## src/hw/rtl/favs_pkg.sv

```systemverilog
`timescale 1ns / 1ps
package favs_pkg;

  // Event kinds carried in the func field.
  localparam logic [1:0] FUNC_REF   = 2'd0;
  localparam logic [1:0] FUNC_ALLOC = 2'd1;
  localparam logic [1:0] FUNC_FREE  = 2'd2;

  localparam int FRAME_W = 6;
  localparam int AGE_W   = 8;
  localparam logic [AGE_W-1:0] AGE_TOP = 8'd128;

  // Operations a cell applies to its own entry in one rotation step.
  typedef enum logic [2:0] {
    OP_HOLD,
    OP_ROT,
    OP_CLOCK,
    OP_AGE
  } cell_op_e;

  // Sequencer states.
  typedef enum logic [2:0] {
    ST_IDLE,
    ST_SCAN,
    ST_CLOCK,
    ST_AGE,
    ST_MIN,
    ST_GRANT,
    ST_OUT
  } state_e;

  // One frame's entry as it travels along the ring.
  typedef struct packed {
    logic             in_use;
    logic             is_page;
    logic             accessed;
    logic [AGE_W-1:0] age;
  } entry_t;

endpackage

```

## src/hw/rtl/frame_allocator_victim_select.sv

```systemverilog
`timescale 1ns / 1ps
// After the input beat, reference and free rotate the ring to bring the frame into cell 0 and
// update it. Allocate first scans one lap for an unused frame and, on a full table, runs the
// clock pass or the aging pass before it grants.
// Flow: one item at a time; the next beat can be taken in the cycle after the result beat.
// Reset: asynchronous active low; all frames unused, page type, not accessed, age zero,
// clock hand zero, policy second chance.
module frame_allocator_victim_select
  import favs_pkg::*;
#(
  parameter int NUM_FRAMES = 64
) (
  input  logic       clk_i,
  input  logic       rst_ni,
  input  logic       s_axis_tvalid,
  output logic       s_axis_tready,
  input  logic [7:0] s_axis_tdata,   // frame[5:0], holds_page[6]
  input  logic [1:0] s_axis_tuser,   // func[1:0]
  output logic       m_axis_tvalid,
  input  logic       m_axis_tready,
  output logic [7:0] m_axis_tdata,   // granted_frame[5:0], evicted[6], error[7]
  input  logic       cfg_we_i,
  input  logic       cfg_wdata_i
);

  localparam int IDX_W = $clog2(NUM_FRAMES);
  localparam int CNT_W = $clog2(2 * NUM_FRAMES + 1);
  localparam logic [IDX_W-1:0] LAST = IDX_W'(NUM_FRAMES - 1);

  state_e state_q, state_d;
  logic policy_q;
  logic [1:0] func_q;
  logic [FRAME_W-1:0] frame_q;
  logic holds_q;
  // Position of the frame held in cell 0 (ring rotates toward lower cells' index).
  logic [IDX_W-1:0] pos_q, pos_d;
  logic [IDX_W-1:0] hand_q, hand_d;
  logic [CNT_W-1:0] cnt_q, cnt_d;
  logic found_q, found_d;
  logic [IDX_W-1:0] vic_q, vic_d;
  logic [AGE_W-1:0] best_q, best_d;
  logic [7:0] out_q, out_d;
  logic out_v_q;

  cell_op_e op;
  cell_op_e op_rest;
  entry_t   ent [NUM_FRAMES];
  logic     wr;
  entry_t   wr_data;
  entry_t   head;
  logic     in_range;

  // Cell 0 takes its entry from cell 1, the last from cell 0: a ring.
  // Only the last cell, which receives the head entry, applies a clock or aging update.
  for (genvar g = 0; g < NUM_FRAMES; g++) begin : g_cell
    favs_cell u_cell (
      .clk_i,
      .rst_ni,
      .op_i      ((g == NUM_FRAMES - 1) ? op : op_rest),
      .prev_i    (ent[(g + 1) % NUM_FRAMES]),
      .wr_i      (wr && (g == 0)),
      .wr_data_i (wr_data),
      .entry_o   (ent[g])
    );
  end

  assign op_rest  = (op == OP_CLOCK || op == OP_AGE) ? OP_ROT : op;
  assign head     = ent[0];
  assign in_range = {{(16 - FRAME_W){1'b0}}, frame_q} < 16'(NUM_FRAMES);

  always_ff @(posedge clk_i or negedge rst_ni) begin
    if (!rst_ni) begin
      policy_q <= 1'b0;
    end else if (cfg_we_i) begin
      policy_q <= cfg_wdata_i;
    end
  end

  assign s_axis_tready = (state_q == ST_IDLE);
  assign m_axis_tvalid = out_v_q;
  assign m_axis_tdata  = out_q;

  // Next state and bookkeeping.
  always_comb begin
    state_d = state_q;
    pos_d   = pos_q;
    hand_d  = hand_q;
    cnt_d   = cnt_q;
    found_d = found_q;
    vic_d   = vic_q;
    best_d  = best_q;
    out_d   = out_q;
    case (state_q)
      ST_IDLE: begin
        if (s_axis_tvalid) begin
          cnt_d   = '0;
          found_d = 1'b0;
          out_d   = '0;
          state_d = (s_axis_tuser == FUNC_ALLOC) ? ST_SCAN : ST_GRANT;
        end
      end
      ST_SCAN: begin
        // One lap of the ring while noting the lowest unused frame.
        if (cnt_q != '0 && !head.in_use && (!found_q || pos_q < vic_q)) begin
          found_d = 1'b1;
          vic_d   = pos_q;
        end
        if (cnt_q == CNT_W'(NUM_FRAMES)) begin
          if (found_d) begin
            state_d = ST_GRANT;
          end else begin
            cnt_d   = '0;
            state_d = policy_q ? ST_AGE : ST_CLOCK;
          end
        end else begin
          if (cnt_q != '0) pos_d = (pos_q == LAST) ? '0 : pos_q + 1'b1;
          cnt_d = cnt_q + 1'b1;
        end
      end
      ST_CLOCK: begin
        // Cell 0 inspects frames starting at the hand, two laps at most.
        if (cnt_q < CNT_W'(NUM_FRAMES) && pos_q != hand_q && cnt_q == '0) begin
          pos_d = (pos_q == LAST) ? '0 : pos_q + 1'b1;
        end else if (head.is_page && !head.accessed) begin
          vic_d   = pos_q;
          found_d = 1'b1;
          hand_d  = (pos_q == LAST) ? '0 : pos_q + 1'b1;
          state_d = ST_GRANT;
        end else if (cnt_q == CNT_W'(2 * NUM_FRAMES - 1)) begin
          state_d = ST_GRANT;
        end else begin
          cnt_d = cnt_q + 1'b1;
          pos_d = (pos_q == LAST) ? '0 : pos_q + 1'b1;
        end
      end
      ST_AGE: begin
        // One full lap ages every page frame.
        pos_d = (pos_q == LAST) ? '0 : pos_q + 1'b1;
        if (cnt_q == CNT_W'(NUM_FRAMES - 1)) begin
          cnt_d   = '0;
          best_d  = '1;
          state_d = ST_MIN;
        end else begin
          cnt_d = cnt_q + 1'b1;
        end
      end
      ST_MIN: begin
        // Another lap finds the smallest age, the lower index winning a tie.
        if (head.is_page && (!found_q || head.age < best_q ||
                             (head.age == best_q && pos_q < vic_q))) begin
          found_d = 1'b1;
          best_d  = head.age;
          vic_d   = pos_q;
        end
        pos_d = (pos_q == LAST) ? '0 : pos_q + 1'b1;
        if (cnt_q == CNT_W'(NUM_FRAMES - 1)) begin
          state_d = ST_GRANT;
        end else begin
          cnt_d = cnt_q + 1'b1;
        end
      end
      ST_GRANT: begin
        // Rotate until the target frame sits in cell 0, then update it.
        if (func_q == FUNC_ALLOC && found_q && pos_q != vic_q) begin
          pos_d = (pos_q == LAST) ? '0 : pos_q + 1'b1;
        end else if (func_q != FUNC_ALLOC && in_range &&
                     pos_q != IDX_W'(frame_q)) begin
          pos_d = (pos_q == LAST) ? '0 : pos_q + 1'b1;
        end else begin
          if (func_q == FUNC_ALLOC) begin
            if (found_q) out_d = {1'b0, head.in_use, FRAME_W'(vic_q)};
            else         out_d = {1'b1, 1'b0, {FRAME_W{1'b0}}};
          end
          state_d = ST_OUT;
        end
      end
      ST_OUT: begin
        if (m_axis_tready) state_d = ST_IDLE;
      end
      default: state_d = ST_IDLE;
    endcase
  end

  // Ring control and the write into cell 0.
  always_comb begin
    op      = OP_HOLD;
    wr      = 1'b0;
    wr_data = head;
    case (state_q)
      ST_SCAN: if (cnt_q != '0 && cnt_q != CNT_W'(NUM_FRAMES)) op = OP_ROT;
      ST_CLOCK: begin
        if (cnt_q < CNT_W'(NUM_FRAMES) && pos_q != hand_q && cnt_q == '0) begin
          op = OP_ROT;
        end else if (!(head.is_page && !head.accessed) &&
                     cnt_q != CNT_W'(2 * NUM_FRAMES - 1)) begin
          op = OP_CLOCK;
        end
      end
      ST_AGE:  op = OP_AGE;
      ST_MIN:  op = OP_ROT;
      ST_GRANT: begin
        if (func_q == FUNC_ALLOC && found_q && pos_q != vic_q) begin
          op = OP_ROT;
        end else if (func_q != FUNC_ALLOC && in_range &&
                     pos_q != IDX_W'(frame_q)) begin
          op = OP_ROT;
        end else begin
          case (func_q)
            FUNC_REF: begin
              wr = in_range;
              wr_data.accessed = 1'b1;
            end
            FUNC_FREE: begin
              wr = in_range;
              wr_data = '{in_use: 1'b0, is_page: 1'b1, accessed: 1'b0, age: '0};
            end
            FUNC_ALLOC: begin
              wr = found_q;
              wr_data = '{in_use: 1'b1, is_page: holds_q, accessed: 1'b0, age: '0};
            end
            default: wr = 1'b0;
          endcase
        end
      end
      default: op = OP_HOLD;
    endcase
  end

  always_ff @(posedge clk_i or negedge rst_ni) begin
    if (!rst_ni) begin
      state_q <= ST_IDLE;
      pos_q   <= '0;
      hand_q  <= '0;
      cnt_q   <= '0;
      found_q <= 1'b0;
      out_v_q <= 1'b0;
    end else begin
      state_q <= state_d;
      pos_q   <= pos_d;
      hand_q  <= hand_d;
      cnt_q   <= cnt_d;
      found_q <= found_d;
      out_v_q <= (state_d == ST_OUT);
    end
  end

  // Payload registers.
  always_ff @(posedge clk_i) begin
    vic_q  <= vic_d;
    best_q <= best_d;
    out_q  <= out_d;
    if (state_q == ST_IDLE && s_axis_tvalid) begin
      func_q  <= s_axis_tuser;
      frame_q <= s_axis_tdata[5:0];
      holds_q <= s_axis_tdata[6];
    end
  end

endmodule

```

## src/hw/rtl/favs_cell.sv

```systemverilog
`timescale 1ns / 1ps
module favs_cell
  import favs_pkg::*;
(
  input  logic     clk_i,
  input  logic     rst_ni,
  input  cell_op_e op_i,
  input  entry_t   prev_i,
  input  logic     wr_i,
  input  entry_t   wr_data_i,
  output entry_t   entry_o
);

  entry_t entry_q, entry_d;
  logic [AGE_W:0] sum;

  // Aging of the entry coming in from the neighbor.
  always_comb begin
    sum = {1'b0, 1'b0, prev_i.age[AGE_W-1:1]} + {1'b0, AGE_TOP};
  end

  always_comb begin
    entry_d = entry_q;
    case (op_i)
      OP_HOLD: entry_d = entry_q;
      OP_ROT:  entry_d = prev_i;
      OP_CLOCK: begin
        entry_d = prev_i;
        if (prev_i.is_page) entry_d.accessed = 1'b0;
      end
      OP_AGE: begin
        entry_d = prev_i;
        if (prev_i.is_page) begin
          entry_d.accessed = 1'b0;
          if (prev_i.accessed) begin
            entry_d.age = sum[AGE_W] ? {AGE_W{1'b1}} : sum[AGE_W-1:0];
          end else begin
            entry_d.age = {1'b0, prev_i.age[AGE_W-1:1]};
          end
        end
      end
      default: entry_d = entry_q;
    endcase
    if (wr_i) entry_d = wr_data_i;
  end

  always_ff @(posedge clk_i or negedge rst_ni) begin
    if (!rst_ni) begin
      entry_q <= '{in_use: 1'b0, is_page: 1'b1, accessed: 1'b0, age: '0};
    end else begin
      entry_q <= entry_d;
    end
  end

  assign entry_o = entry_q;

endmodule

```

## config.mk

```make
export PLATFORM = sky130hd
export DESIGN_NAME = frame_allocator_victim_select
export DESIGN_NICKNAME = d
export VERILOG_FILES = /design/src/hw/rtl/favs_pkg.sv /design/src/hw/rtl/frame_allocator_victim_select.sv /design/src/hw/rtl/favs_cell.sv
export SDC_FILE = /design/constraint.sdc
export NUM_CORES = 2
export LEC_CHECK = 0
export CORE_UTILIZATION = 70
export DETAILED_ROUTE_END_ITERATION = 16
export DONT_BUFFER_PORTS = 1
export PLACE_DENSITY = 0.95
export SETUP_SLACK_MARGIN = 0.15
export SLEW_MARGIN = 0
export SYNTH_ARGS = -nofsm -noshare
export SYNTH_HDL_FRONTEND = slang
export SYNTH_HIERARCHICAL = 1
export SYNTH_SLANG_ARGS = --single-unit
export TNS_END_PERCENT = 100
```

## constraint.sdc

```tcl
create_clock -name clk_i -period 6.9 [get_ports clk_i]
set_clock_uncertainty 0.2 [all_clocks]
set_input_delay 0.345 -clock clk_i [delete_from_list [all_inputs] [get_ports clk_i]]
set_output_delay 0.345 -clock clk_i [all_outputs]
set_load 0.01 [all_outputs]
```

==> results.py <==
metrics = {
    "critical_path": {
        "critical_path_required_ns": 7.28,
        "worstSetupPathType": "reg2reg",
        "startpoint_type": "register",
        "cp-end-kind": "register",
        "crit_arrival_ns": 4.96,
        "slowest_stage": "or2_4",
        "cp_max_fo": 70,
        "critPathTopFamily": "simple AND/OR/NAND/NOR gates",
        "cp_cell_sequence": "xor2_2 -> nor4_4 -> a211oi_1 -> a211oi_2 -> or2_4 -> buf_12 -> o21ba_1 -> or2_4 -> o221a_1",
        "cp_common_cell": "or2_4",
        "slowest_delay_ns": 0.83,
        "worst-path-buf-inv": 1,
    },
    "yosys": {
        "ys_warn_count": 6,
        "synth_top_family_by_area": "simple AND/OR/NAND/NOR gates",
        "muxShareOfSynthArea_pct": 12.33,
        "syn_avg_cell_area_um2": 9.561,
        "yosys.area.top_type_share_pct": 34.78,
        "synth_cells": 5011,
        "yosysTopAreaCell": "dfrtp_1",
        "ys_seq_elements": 761,
        "synth-xor-area-share_pct": 0.3264,
        "synthesis.area_mm2": 0.04791,
        "synth-edff-count": 31,
        "ys.flop_type": "dfrtp_1",
        "synthArstFlopShare_pct": 95.93,
        "ys_types": 69,
        "synth_fa_ha_area_share_pct": 0.5484,
        "synth_compound_area_share_pct": 14.42,
        "synthTopCellsByArea": "dfrtp_1 (35%), mux2i_1 (12%), nor3_1 (6.9%), and2b_1 (6.0%), a31oi_1 (5.9%)",
        "seq_area_frac_synth_pct": 40.24,
        "synth_simple_gate_area_share_pct": 25.23,
    },
    "sta": {
        "rsz0062_at_grt": "no",
        "fin_ws_ns": 2.319,
        "period_share_pct": 66.38,
        "max_freq_mhz": 218.3,
        "hold_violations": 675,
        "tightest_slew_ns": 3.121,
        "post-route-min-period_ns": 4.581,
        "tns_ns": 0,
        "setup_viol_count_final": 0,
        "holdWs_ns": -0.8002,
        "relSlewSlack_pct": -108.1,
        "slew_viol_final": 624,
    },
    "floorplanning": {
        "die_w_um": 263.6,
        "num_rows": 95,
        "die_h_um": 263.6,
        "ios": 26,
        "core_mm2": 0.06740,
        "start_util_pct": 71.09,
        "dieArea_mm2": 0.06950,
    },
    "final_layout": {
        "fin_cells": 6226,
        "multi_input_area_mm2": 0.02752,
        "areaGrowthSynthToFinish_pct": 7.184,
        "diodes": 0,
        "nets": 5326,
        "layout-drive-gt1-share_pct": 6.669,
        "postLayoutCoreUtil_pct": 76.20,
        "final_area_mm2": 0.05135,
        "area.sequential_mm2": 0.01928,
        "fillers": 3763,
    },
    "drt": {
        "wl_mm": 123.0,
        "drc": 0,
        "antenna_left": 0,
        "vias": 40220,
        "drt_iter0_drc": 4479,
        "wl_per_cell_um": 19.75,
        "routed_via_density": 6.460,
        "drt_first_pass_iters": 8,
    },
    "run_status": {
        "violations": "hold timing, slew limit",
        "status": "finished, violations left",
    },
    "clock_tree": {
        "cts_setup_buffers": 0,
        "root_buffer": "clkbuf_16",
        "cts_buffer_depth": 3,
        "cts_tree": "done",
        "cts_inserted_buffers": 81,
        "clk_latency_ns": 0.65,
        "cts_sinks": 761,
        "hold_buffers": 13,
        "ctsHtreeMaxLevel": 3,
        "cts_resized": 0,
        "path_clk_slew_ns": 0.07,
    },
    "power": {
        "leakagePower_nw": 23.66,
        "p_per_area_mw_per_mm2": 439.9,
        "power_mw": 22.59,
        "ir_drop_mv": 0.4113,
    },
    "global_route": {
        "grt_pass1_wl_mm": 200.4,
        "grtUsageTotal_pct": 34.72,
        "grt_max_degree": 731,
        "grt_pass1_vias": 40070,
        "overflow": 0,
        "antenna_found_initial": 0,
    },
    "placed_design": {
        "dp_cells": 6066,
        "io_buffer_count": 0,
        "postPlaceCellArea_mm2": 0.04859,
        "place_hpwl_mm": 67.74,
        "dp_slack_ns": 2.640,
        "place_congestion": 0.9123,
    },
    "run": {
        "drv_cap": 0,
    },
    "hold_path": {
        "hp-class": "in2async",
    },
}
==> cells by family after synthesis <==
| family | after synthesis |
|---|---|
| simple gates | 2169 |
| compound gates | 899 |
| flops | 761 |
| mux | 588 |
| buf+inv | 555 |
| fa+ha+maj | 21 |
| xor+xnor | 17 |
| other cells | 1 |
==> cells in the mapped netlist (31+ instances only) <==
cell type	n
nand2_1	598
o21ba_1	64
a41oi_2	64
dfstp_2	64
edfxtp_1	31
o221a_1	64
or2_4	64
nand3b_1	66
buf_2	195
nor3_1	658
a21oi_1	138
nand2b_1	74
buf_6	66
o2111ai_1	64
a31oi_1	451
nor2b_1	198
mux2i_1	578
nand4b_1	64
inv_1	156
buf_4	129
dfrtp_1	666
and2b_1	384
==> worst register-to-register path, delay by kind of cell (launching register included) <==
kind | cells | cell delay (ns)
flip-flops | 1 | 0.55
XOR/XNOR | 1 | 0.26
buffers and inverters | 1 | 0.45
AND/OR/NAND/NOR | 3 | 1.61
AO/OA/AOI/OAI | 4 | 1.43
==> area by class of cell <==
class,instances,area share [%]
sequential,761,37.54
timing repair buffer,24,0.4629
multi-input combinational,4264,53.59
clock buffer,124,4.695
clock inverter,23,0.4410
tap,873,2.127
inverter,157,1.148
==> worst paths after layout <==
path	from	cells past startpoint	slack, ns	endpoint
max	pos_q[3]	9	2.32	g_cell[20].u_cell/entry_o[8]
min	rst_ni	0	-0.80	cnt_q[4]
max reg2reg	pos_q[3]	9	2.32	g_cell[20].u_cell/entry_o[8]
min reg2reg	hand_q[5]	1	0.33	hand_q[5]
max in group asynchronous	rst_ni	0	4.83	g_cell[21].u_cell/entry_o[7]
min in group clk_i	s_axis_tvalid	4	0.10	state_q[0]
==> registers in the layout, summed over array words and instances, names as in the netlist <==
signal	cells
holds_q	1
policy_q	1
m_axis_tvalid	1
func_q	2
vic_q	6
frame_q	6
state_q	3
hand_q	6
m_axis_tdata	8
pos_q	6
found_q	1
g_cell.u_cell/entry_o	704
best_q	8
cnt_q	8
==> where the power goes <==
part           internal, mW  switching [mW]  total, mW
clock                  2.56            1.89       4.45
sequential             6.82            1.65       8.48
combinational          3.82            5.85       9.67
total                  13.2            9.40       22.6
==> per-layer routing <==
layer / track usage (%) / wire length, um / vias up
li1: - / - / 18080
met1: 43.30 / 46650 / 19410
met2: 58.12 / 59500 / 2152
met3: 5.996 / 10640 / 586
met4: 17.70 / 6169 / 0
met5: 0 / 0 / -
==> cell usage in the layout (no fill, tap or decap), types with 4 or more instances in the layout <==
master         count
mux2_2             5
nand2b_1          74
o211ai_1           7
a211oi_1           4
a21oi_1          137
bufinv_16          4
dfstp_2           64
nand4b_1          64
clkbuf_16         83
o2111ai_1         64
clkbuf_1          23
nand3_1           16
nand3b_1          66
and2_4             7
o21ba_1           64
o21ai_0           10
or2_4             65
nand2_1          598
a41oi_2           64
xor2_1            13
inv_1            156
edfxtp_1          31
nor3_1           657
buf_4              9
mux2i_1          577
o221a_1           64
and2b_1          384
dfrtp_1          666
conb_1           570
dlygate4sd3_1     13
clkinv_2          13
nor2b_1          198
nor2_1            25
a22o_1             7
a31oi_1          451
ha_1              21
mux2_4             5
clkbuf_8          18
(Power assumes the default switching activity.)
